File: src/rtl/core/sha1h_pkg.sv
`timescale 1ns / 1ps
// ----------------------------------------------------------------------------
// sha1h_pkg
// Shared types, constants and helper functions of the SHA-1 stream hasher.
// ----------------------------------------------------------------------------
package sha1h_pkg;

	localparam int QDEPTH = 16;
	localparam int QAW    = $clog2(QDEPTH);

	localparam logic [31:0] IV0 = 32'h67452301;
	localparam logic [31:0] IV1 = 32'hEFCDAB89;
	localparam logic [31:0] IV2 = 32'h98BADCFE;
	localparam logic [31:0] IV3 = 32'h10325476;
	localparam logic [31:0] IV4 = 32'hC3D2E1F0;

	localparam logic [31:0] K0 = 32'h5A827999;
	localparam logic [31:0] K1 = 32'h6ED9EBA1;
	localparam logic [31:0] K2 = 32'h8F1BBCDC;
	localparam logic [31:0] K3 = 32'hCA62C1D6;

	localparam logic [7:0] PAD_BYTE = 8'h80;

	localparam logic [3:0] LEN_HI_WORD = 4'd14;
	localparam logic [3:0] LEN_LO_WORD = 4'd15;

	localparam logic [6:0] ROUND_LAST_LOAD = 7'd15;
	localparam logic [6:0] ROUND_LAST      = 7'd79;

	localparam logic [2:0] DIGEST_LAST = 3'd4;

	// One message word on its way from the front end to the compression engine.
	typedef struct packed {
		logic        last;   // closes the final block of a message
		logic [31:0] word;
	} q_word_t;

	function automatic logic [31:0] rotl1(input logic [31:0] x);
		return {x[30:0], x[31]};
	endfunction

	function automatic logic [31:0] rotl5(input logic [31:0] x);
		return {x[26:0], x[31:27]};
	endfunction

	function automatic logic [31:0] rotl30(input logic [31:0] x);
		return {x[1:0], x[31:2]};
	endfunction

	function automatic logic [31:0] iv_word(input logic [2:0] idx);
		logic [31:0] v;
		case (idx)
			3'd0:    v = IV0;
			3'd1:    v = IV1;
			3'd2:    v = IV2;
			3'd3:    v = IV3;
			default: v = IV4;
		endcase
		return v;
	endfunction

endpackage

File: src/rtl/core/sha1h_queue.sv
`timescale 1ns / 1ps
// ----------------------------------------------------------------------------
// sha1h_queue
// Small word queue between the byte front end and the compression engine.
// ----------------------------------------------------------------------------
module sha1h_queue (
	input  logic              clk,
	input  logic              arst_n,
	input  logic              push,
	input  sha1h_pkg::q_word_t push_data,
	output logic              full,
	output logic              not_empty,
	input  logic              pop,
	output sha1h_pkg::q_word_t pop_data
);
	import sha1h_pkg::*;

	q_word_t           mem_q [QDEPTH];
	logic [QAW-1:0]    wr_ptr_q;
	logic [QAW-1:0]    rd_ptr_q;
	logic [QAW:0]      count_q;
	logic              do_push;
	logic              do_pop;

	assign full      = (count_q == (QAW+1)'(QDEPTH));
	assign not_empty = (count_q != '0);
	assign do_push   = push && !full;
	assign do_pop    = pop && not_empty;
	assign pop_data  = mem_q[rd_ptr_q];

	always_ff @(posedge clk) begin
		if (do_push) begin
			mem_q[wr_ptr_q] <= push_data;
		end
	end

	always_ff @(posedge clk or negedge arst_n) begin
		if (!arst_n) begin
			wr_ptr_q <= '0;
			rd_ptr_q <= '0;
			count_q  <= '0;
		end else begin
			if (do_push) begin
				wr_ptr_q <= wr_ptr_q + 1'b1;
			end
			if (do_pop) begin
				rd_ptr_q <= rd_ptr_q + 1'b1;
			end
			case ({do_push, do_pop})
				2'b10:   count_q <= count_q + 1'b1;
				2'b01:   count_q <= count_q - 1'b1;
				default: count_q <= count_q;
			endcase
		end
	end

endmodule

File: src/rtl/core/sha1h_front.sv
`timescale 1ns / 1ps
// ----------------------------------------------------------------------------
// sha1h_front
// Takes byte requests, packs them into big-endian words, keeps the byte count
// and generates the message padding and length words.
// ----------------------------------------------------------------------------
module sha1h_front (
	input  logic               clk,
	input  logic               arst_n,
	input  logic               in_valid,
	output logic               in_ready,
	input  logic [7:0]         in_byte,
	input  logic               in_has_byte,
	input  logic               in_end,
	output logic               q_push,
	output sha1h_pkg::q_word_t q_data,
	input  logic               q_full
);
	import sha1h_pkg::*;

	typedef enum logic [1:0] {
		F_IDLE = 2'b01,
		F_PAD  = 2'b10
	} front_state_t;

	front_state_t state_q;
	logic [63:0]  count_q;
	logic [31:0]  acc_q;
	logic [63:0]  bits_q;
	logic [3:0]   widx_q;
	logic         first_q;
	logic         wrap_q;

	logic         accept;
	logic [63:0]  count_nxt;
	logic [31:0]  pad_first_word;
	logic         len_slot;
	logic         pad_last;

	assign in_ready  = (state_q == F_IDLE) && !q_full;
	assign accept    = in_valid && in_ready;
	assign count_nxt = in_has_byte ? count_q + 64'd1 : count_q;

	// The first padding word holds the bytes already gathered, then 0x80.
	always_comb begin
		case (count_q[1:0])
			2'd0:    pad_first_word = {PAD_BYTE, 24'd0};
			2'd1:    pad_first_word = {acc_q[7:0], PAD_BYTE, 16'd0};
			2'd2:    pad_first_word = {acc_q[15:0], PAD_BYTE, 8'd0};
			default: pad_first_word = {acc_q[23:0], PAD_BYTE};
		endcase
	end

	assign len_slot = !first_q && !wrap_q;
	assign pad_last = len_slot && (widx_q == LEN_LO_WORD);

	always_comb begin
		q_push      = 1'b0;
		q_data.last = 1'b0;
		q_data.word = {acc_q[23:0], in_byte};
		case (state_q)
			F_IDLE: begin
				q_push = accept && in_has_byte && (count_q[1:0] == 2'd3);
			end
			F_PAD: begin
				q_push      = !q_full;
				q_data.last = pad_last;
				if (first_q) begin
					q_data.word = pad_first_word;
				end else if (len_slot && widx_q == LEN_HI_WORD) begin
					q_data.word = bits_q[63:32];
				end else if (pad_last) begin
					q_data.word = bits_q[31:0];
				end else begin
					q_data.word = '0;
				end
			end
			default: begin
				q_push = 1'b0;
			end
		endcase
	end

	always_ff @(posedge clk) begin
		if (accept && in_has_byte) begin
			acc_q <= {acc_q[23:0], in_byte};
		end
		if (accept && in_end) begin
			bits_q <= {count_nxt[60:0], 3'd0};
		end
	end

	always_ff @(posedge clk or negedge arst_n) begin
		if (!arst_n) begin
			state_q <= F_IDLE;
			count_q <= '0;
			widx_q  <= '0;
			first_q <= 1'b0;
			wrap_q  <= 1'b0;
		end else begin
			case (state_q)
				F_IDLE: begin
					if (accept) begin
						count_q <= count_nxt;
						if (in_end) begin
							state_q <= F_PAD;
							widx_q  <= count_nxt[5:2];
							first_q <= 1'b1;
							// no room for the length after 0x80: one more block
							wrap_q  <= (count_nxt[5:2] >= LEN_HI_WORD);
						end
					end
				end
				F_PAD: begin
					if (!q_full) begin
						first_q <= 1'b0;
						widx_q  <= widx_q + 4'd1;
						if (widx_q == LEN_LO_WORD) begin
							wrap_q <= 1'b0;
						end
						if (pad_last) begin
							state_q <= F_IDLE;
							count_q <= '0;
						end
					end
				end
				default: begin
					state_q <= F_IDLE;
				end
			endcase
		end
	end

endmodule

File: src/rtl/core/sha1h_engine.sv
`timescale 1ns / 1ps
// ----------------------------------------------------------------------------
// sha1h_engine
// SHA-1 compression, one round per cycle when fed; chaining update, digest out.
// ----------------------------------------------------------------------------
module sha1h_engine (
	input  logic               clk,
	input  logic               arst_n,
	input  logic               q_valid,
	output logic               q_pop,
	input  sha1h_pkg::q_word_t q_data,
	output logic               out_valid,
	input  logic               out_ready,
	output logic [31:0]        out_word,
	output logic [2:0]         out_index,
	output logic               out_last
);
	import sha1h_pkg::*;

	typedef enum logic [3:0] {
		B_LOAD = 4'b0001,
		B_EXP  = 4'b0010,
		B_ADD  = 4'b0100,
		B_EMIT = 4'b1000
	} back_state_t;

	back_state_t state_q;
	logic [6:0]  rnd_q;
	logic        fin_q;
	logic [2:0]  idx_q;
	logic [31:0] chain_q [5];
	logic [31:0] s_q     [5];
	logic [31:0] sched_q [16];

	logic        round_en;
	logic [31:0] w_exp;
	logic [31:0] w_cur;
	logic [31:0] f_val;
	logic [31:0] k_val;
	logic [31:0] tmp;
	logic        out_free;

	assign q_pop    = (state_q == B_LOAD);
	assign round_en = ((state_q == B_LOAD) && q_valid) || (state_q == B_EXP);
	assign w_exp    = rotl1(sched_q[13] ^ sched_q[8] ^ sched_q[2] ^ sched_q[0]);
	assign w_cur    = (state_q == B_LOAD) ? q_data.word : w_exp;
	assign out_free = !out_valid || out_ready;

	always_comb begin
		if (rnd_q < 7'd20) begin
			f_val = s_q[3] ^ (s_q[1] & (s_q[2] ^ s_q[3]));
			k_val = K0;
		end else if (rnd_q < 7'd40) begin
			f_val = s_q[1] ^ s_q[2] ^ s_q[3];
			k_val = K1;
		end else if (rnd_q < 7'd60) begin
			f_val = (s_q[1] & s_q[2]) | (s_q[3] & (s_q[1] | s_q[2]));
			k_val = K2;
		end else begin
			f_val = s_q[1] ^ s_q[2] ^ s_q[3];
			k_val = K3;
		end
	end

	assign tmp = rotl5(s_q[0]) + f_val + s_q[4] + k_val + w_cur;

	always_ff @(posedge clk) begin
		if (round_en) begin
			for (int i = 0; i < 15; i++) begin
				sched_q[i] <= sched_q[i+1];
			end
			sched_q[15] <= w_cur;
		end
		if ((state_q == B_EMIT) && out_free) begin
			out_word  <= chain_q[idx_q];
			out_index <= idx_q;
			out_last  <= (idx_q == DIGEST_LAST);
		end
	end

	always_ff @(posedge clk or negedge arst_n) begin
		if (!arst_n) begin
			state_q   <= B_LOAD;
			rnd_q     <= '0;
			fin_q     <= 1'b0;
			idx_q     <= '0;
			out_valid <= 1'b0;
			for (int i = 0; i < 5; i++) begin
				chain_q[i] <= iv_word(3'(i));
				s_q[i]     <= iv_word(3'(i));
			end
		end else begin
			// While emitting, the emit branch below reloads the output register.
			if (out_valid && out_ready && (state_q != B_EMIT)) begin
				out_valid <= 1'b0;
			end
			if (round_en) begin
				s_q[0] <= tmp;
				s_q[1] <= s_q[0];
				s_q[2] <= rotl30(s_q[1]);
				s_q[3] <= s_q[2];
				s_q[4] <= s_q[3];
				rnd_q  <= rnd_q + 7'd1;
			end
			case (state_q)
				B_LOAD: begin
					if (q_valid && rnd_q == ROUND_LAST_LOAD) begin
						fin_q   <= q_data.last;
						state_q <= B_EXP;
					end
				end
				B_EXP: begin
					if (rnd_q == ROUND_LAST) begin
						state_q <= B_ADD;
					end
				end
				B_ADD: begin
					for (int i = 0; i < 5; i++) begin
						chain_q[i] <= chain_q[i] + s_q[i];
						s_q[i]     <= chain_q[i] + s_q[i];
					end
					rnd_q   <= '0;
					idx_q   <= '0;
					state_q <= fin_q ? B_EMIT : B_LOAD;
				end
				B_EMIT: begin
					if (out_free) begin
						out_valid <= 1'b1;
						idx_q     <= idx_q + 3'd1;
						if (idx_q == DIGEST_LAST) begin
							for (int i = 0; i < 5; i++) begin
								chain_q[i] <= iv_word(3'(i));
								s_q[i]     <= iv_word(3'(i));
							end
							fin_q   <= 1'b0;
							state_q <= B_LOAD;
						end
					end
				end
				default: begin
					state_q <= B_LOAD;
				end
			endcase
		end
	end

endmodule

File: src/rtl/core/sha1_stream_hasher.sv
`timescale 1ns / 1ps
// ----------------------------------------------------------------------------
// sha1_stream_hasher
// SHA-1 message digest over a stream of bytes, one request per byte.
// ----------------------------------------------------------------------------
// Each slave request may carry one message byte (tuser high) and may close the
// message (tlast high). Bytes are taken at up to one per cycle; when a message
// closes, the block pads it, finishes the last block or two, and returns the
// five digest words H0 to H4 as five master requests, the fifth marked with
// tlast, before starting over from the initial hash values. A request with
// tlast and no byte is allowed, so an empty message gives the digest of the
// empty string. A front end packs bytes into 32-bit words and writes them,
// together with the padding and the 64-bit bit length, into a sixteen-word
// queue. A compression engine drains the queue, running one SHA-1 round per
// cycle, a loading round waiting while the queue is empty. The first sixteen
// rounds take their words straight from the queue, the other 64 expand the
// schedule in a sixteen-word shift line, and one more step adds the result
// into the chaining words. The queue holds the next block while the current
// one compresses, so sustained input is limited by the single round adder of
// the engine. Closing a message writes the padding and length words, runs
// one or two blocks of compression and returns the digest; the front end
// takes no byte while it is writing the padding.
// ----------------------------------------------------------------------------
module sha1_stream_hasher (
	input  logic        clk,
	input  logic        arst_n,
	// slave side
	input  logic        s_tvalid,
	output logic        s_tready,
	input  logic [7:0]  s_tdata,   // [7:0] data_byte
	input  logic        s_tuser,   // [0] has_byte
	input  logic        s_tlast,   // end_of_message
	// master side
	output logic        m_tvalid,
	input  logic        m_tready,
	output logic [39:0] m_tdata,   // [31:0] digest_word, [34:32] word_index, rest zero
	output logic        m_tlast    // last_word
);
	import sha1h_pkg::*;

	q_word_t     push_data;
	q_word_t     pop_data;
	logic        q_push;
	logic        q_full;
	logic        q_not_empty;
	logic        q_pop;
	logic [31:0] digest_word;
	logic [2:0]  word_index;

	sha1h_front u_front (
		.clk         (clk),
		.arst_n      (arst_n),
		.in_valid    (s_tvalid),
		.in_ready    (s_tready),
		.in_byte     (s_tdata),
		.in_has_byte (s_tuser),
		.in_end      (s_tlast),
		.q_push      (q_push),
		.q_data      (push_data),
		.q_full      (q_full)
	);

	sha1h_queue u_queue (
		.clk       (clk),
		.arst_n    (arst_n),
		.push      (q_push),
		.push_data (push_data),
		.full      (q_full),
		.not_empty (q_not_empty),
		.pop       (q_pop),
		.pop_data  (pop_data)
	);

	sha1h_engine u_engine (
		.clk       (clk),
		.arst_n    (arst_n),
		.q_valid   (q_not_empty),
		.q_pop     (q_pop),
		.q_data    (pop_data),
		.out_valid (m_tvalid),
		.out_ready (m_tready),
		.out_word  (digest_word),
		.out_index (word_index),
		.out_last  (m_tlast)
	);

	assign m_tdata = {5'd0, word_index, digest_word};

endmodule
File: config.mk
export PLATFORM = sky130hd
export DESIGN_NAME = sha1_stream_hasher
export DESIGN_NICKNAME = d
export VERILOG_FILES = /design/src/rtl/core/sha1h_pkg.sv /design/src/rtl/core/sha1h_queue.sv /design/src/rtl/core/sha1h_front.sv /design/src/rtl/core/sha1h_engine.sv /design/src/rtl/core/sha1_stream_hasher.sv
export SDC_FILE = /design/constraint.sdc
export NUM_CORES = 2
export LEC_CHECK = 0
export CAP_MARGIN = 20
export CELL_PAD_IN_SITES_DETAIL_PLACEMENT = 0
export CELL_PAD_IN_SITES_GLOBAL_PLACEMENT = 1
export CORE_ASPECT_RATIO = 0.8
export CORE_MARGIN = 2
export CORE_UTILIZATION = 54
export DETAILED_ROUTE_END_ITERATION = 16
export DONT_BUFFER_PORTS = 1
export PLACE_DENSITY = 0.86
export SETUP_SLACK_MARGIN = 0.2
export SYNTH_ARGS = -nofsm -noshare
export SYNTH_HDL_FRONTEND = slang
export SYNTH_SLANG_ARGS = --single-unit
File: constraint.sdc
create_clock -name clk -period 20.4 [get_ports clk]
set_clock_uncertainty 0.05 [all_clocks]
set_input_delay 3.06 -clock clk [delete_from_list [all_inputs] [get_ports clk]]
set_output_delay 3.06 -clock clk [all_outputs]
set_load 0.05 [all_outputs]
==> results.yml <==
status:
  status: "finished, final reports clean"
timing:
  finalSetupViolCount: 0
  grt_setup_unrepaired: "no"
  fin_crit_ps: 8717
  hold_violations: 0
  tightest_slew_ps: 1158
  fmax_ghz: 0.1147
  max_slew_margin_pct: 22.79
  fin_tns_setup_ps: 0
  fin_crit_sh_pct: 42.73
  maxSlewViolCount: 0
clocking:
  ctsResizeCount: 0
  clkSinkCount: 1579
  cts_setup_buffers: 0
  cts_buffers: 154
  root_buffer: "clkbuf_16"
  cts-htree-levels: 4
  cts_tree: "built"
  cts_hold_buf: 0
  clock_latency_ps: 810
  clock_path_buffers: 3
  clk_pin_slew_ps: 70
synthesis:
  yosysUniqueCellTypes: 92
  yosysWarnings: 0
  syn_area_per_cell_um2: 13.53
  ys_ff_latch: 1579
  synth_top_area_cell: "edfxtp_1"
  yosys-top-cells-area: "edfxtp_1 (47%), dfrtp_1 (8.7%), mux4_2 (6.0%), dfstp_2 (5.8%), ha_1 (3.6%)"
  synth_top_area_share_pct: 47.39
  ys_async_sr_fraction_pct: 26.47
  synth_seq_area_share_pct: 61.89
  netlist_area_um2: 73560
  synth-edff-count: 1161
  ys.flop_type: "edfxtp_1"
  syn_inst: 5438
routing:
  dr.first_iter.drc_count: 5453
  wire_per_inst_um: 25.69
  vias: 45500
  vias_per_cell: 6.170
  drtPass1Iterations: 9
  routed_wl_um: 189400
  drc_errors: 0
  ant_nets: 0
global_route:
  grt_overflow: 0
  first_global_vias: 44380
  grt_pass1_wl_um: 285100
  grt_max_degree: 419
  grt_use_total_pct: 27.39
  antenna_found_initial: 8
placed_design:
  place_hpwl_um: 120100
  routabilityCongestion: 0.9787
  io_buffers: 0
floorplanning:
  std_cell_rows: 121
  die_x_um: 416.7
  start_util_pct: 54.23
  die_h_um: 334.1
  dieArea_um2: 139200
  ios: 57
  coreArea_um2: 135700
worst_hold_path:
  worstHoldEndpoint: "u_engine.sched_q[1][183]"
  hold_path_class: "flop to flop"
  min_from: "u_engine.sched_q[1][215]"
  hold_depth: 0
critical_path:
  crit_path_max_fanout: 53
  timing.rr.start: "u_queue.rd_ptr_q[1]"
  start_kind: "flop"
  reg2regPathDepth: 22
  worstSetupEndpointType: "flop"
  cp.required_ps: 21050
  critPathArrivalTime_ps: 9370
  ff2ff_setup_slack_ps: 11680
  critPathKind: "flop to flop"
  rr_endpoint: "u_engine.s_q[158]"
job:
  cap_violations: 0
finish:
  drive_above_1_share_pct: 13.97
  fin_nets: 5814
  area_growth_pct: 10.10
  fill_cells: 10160
synthesized netlist by cell type, types with 13 or more instances:
cell type and instances:
a211oi_1 36, a21o_1 65, a21oi_1 222, a221oi_1 22, a22o_1 26, a22oi_1 31
a31oi_1 46, and2_1 15, and3_1 58, buf_1 53, clkbuf_1 168, dfrtp_1 256
dfstp_2 162, edfxtp_1 1161, fa_1 125, ha_1 212, inv_1 267, mux2i_1 110
mux4_2 197, nand2_1 619, nand2b_1 28, nand3_1 80, nand4_1 28, nor2_1 377
nor2b_1 14, nor3_1 56, o211ai_1 13, o21a_1 38, o21ai_0 338, o21bai_1 15
o221a_2 21, o221ai_1 15, o22ai_1 16, o31ai_1 20, xnor2_1 240, xor2_1 93
cells by family after synthesis:
logic type / share of synthesized area [%]
AOI/OAI and AO/OA: 8.670
xor gates and xnor gates: 3.995
adders and majority gates: 7.008
buffers and inverters: 2.611
DFF: 61.89
muxes: 7.605
other: 0.005098
and+or+nand+nor: 8.217
worst max path at each step:
stage / startpoint / endpoint / depth (start not counted)
6_report: u_queue.rd_ptr_q[1] / u_engine.s_q[158] / 22
4_1_cts: u_queue.rd_ptr_q[0] / u_engine.s_q[158] / 21
5_1_grt: u_queue.rd_ptr_q[0] / u_engine.s_q[158] / 21
3_5_place_dp: u_queue.rd_ptr_q[0] / u_engine.s_q[158] / 21
3_3_place_gp: u_queue.rd_ptr_q[0] / u_engine.s_q[158] / 21
2_1_floorplan: u_engine.state_q[0] / u_engine.sched_q[0][0] / 6
critical path, cell delays in order (launching register included):
cell and delay (ps):
dfrtp_4 840, buf_4 740, buf_4 640, mux4_2 410, mux4_2 470, nand2_1 110, o21ai_0 200, fa_1 560
fa_1 500, inv_1 60, fa_1 490, inv_1 40, ha_1 330, o21ai_0 220, o21bai_1 140, a2111oi_1 600
o32a_1 420, o31ai_1 290, a2111oi_0 450, nor2_1 140, o41ai_1 400, a2111oi_0 150, a211oi_1 260
cells in the final DEF (no fill, tap or decap), drive strengths merged, types with 16 or more instances in the layout:
cell type / count
dfrtp: 256
fa: 125
o21ai: 345
and2: 17
xor2: 93
o31ai: 20
a21oi: 222
o22ai: 16
nand4: 30
clkbuf: 212
nor3: 60
and3: 59
a211oi: 36
o221a: 21
nand3: 82
xnor2: 240
clkinv: 43
mux4: 197
a22oi: 31
nand2b: 28
nand2: 619
inv: 274
dfstp: 162
a22o: 26
o21a: 38
a21o: 65
a31oi: 46
a221oi: 22
ha: 212
edfxtp: 1161
buf: 97
nor2: 379
mux2i: 110
sequential cells by signal, summed over array words and instances (netlist names), 5 cells and up:
| signal | count |
|---|---|
| u_engine.sched_q | 512 |
| u_front.bits_q | 61 |
| u_engine.s_q | 160 |
| u_front.count_q | 61 |
| u_engine.chain_q | 160 |
| u_queue.mem_q | 528 |
| u_engine.rnd_q | 7 |
| u_front.acc_q | 24 |
| u_queue.count_q | 5 |
| u_engine.out_word | 32 |
layer usage:
metal	global-route usage [%]	vias up	part of all wire, %
met5	0	-	0.025
met4	7.377	8	2.6
met3	6.450	308	9.9
li1	-	20080	-
met1	40.89	22960	43
met2	40.50	2143	44
cell type report:
cell class / count / area, µm² / area share [%]
Sequential cell: 1579 / 45540 / 56.23
Multi-Input combinational cell: 3362 / 26320 / 32.50
Clock buffer: 211 / 4242 / 5.237
Tap cell: 1783 / 2231 / 2.754
Inverter: 268 / 1013 / 1.251
Timing Repair Buffer: 98 / 839.6 / 1.037
Clock inverter: 71 / 804.5 / 0.9933
Antenna cell: 2 / 5.005 / 0.006179
metrics by stage:
| step | hold slack [ps] | worst slack (ps) | std cells | area, µm² | util, % |
|---|---|---|---|---|---|
| floorplan | 350.3 | 3954 | 5442 | 73580 | - |
| global placement | 350.2 | 11970 | 7082 | 75820 | 55.89 |
| detailed placement | 354.5 | 11870 | 7084 | 75830 | 55.90 |
| CTS | 345.4 | 11760 | 7366 | 80880 | 59.62 |
| global route | 353.2 | 11040 | 7372 | 80990 | 59.70 |
| finish | 349.1 | 11680 | 7374 | 80990 | 59.71 |
Power is not shown: default switching activity piles up to over one toggle a cycle in this logic, so the estimate is an artifact.
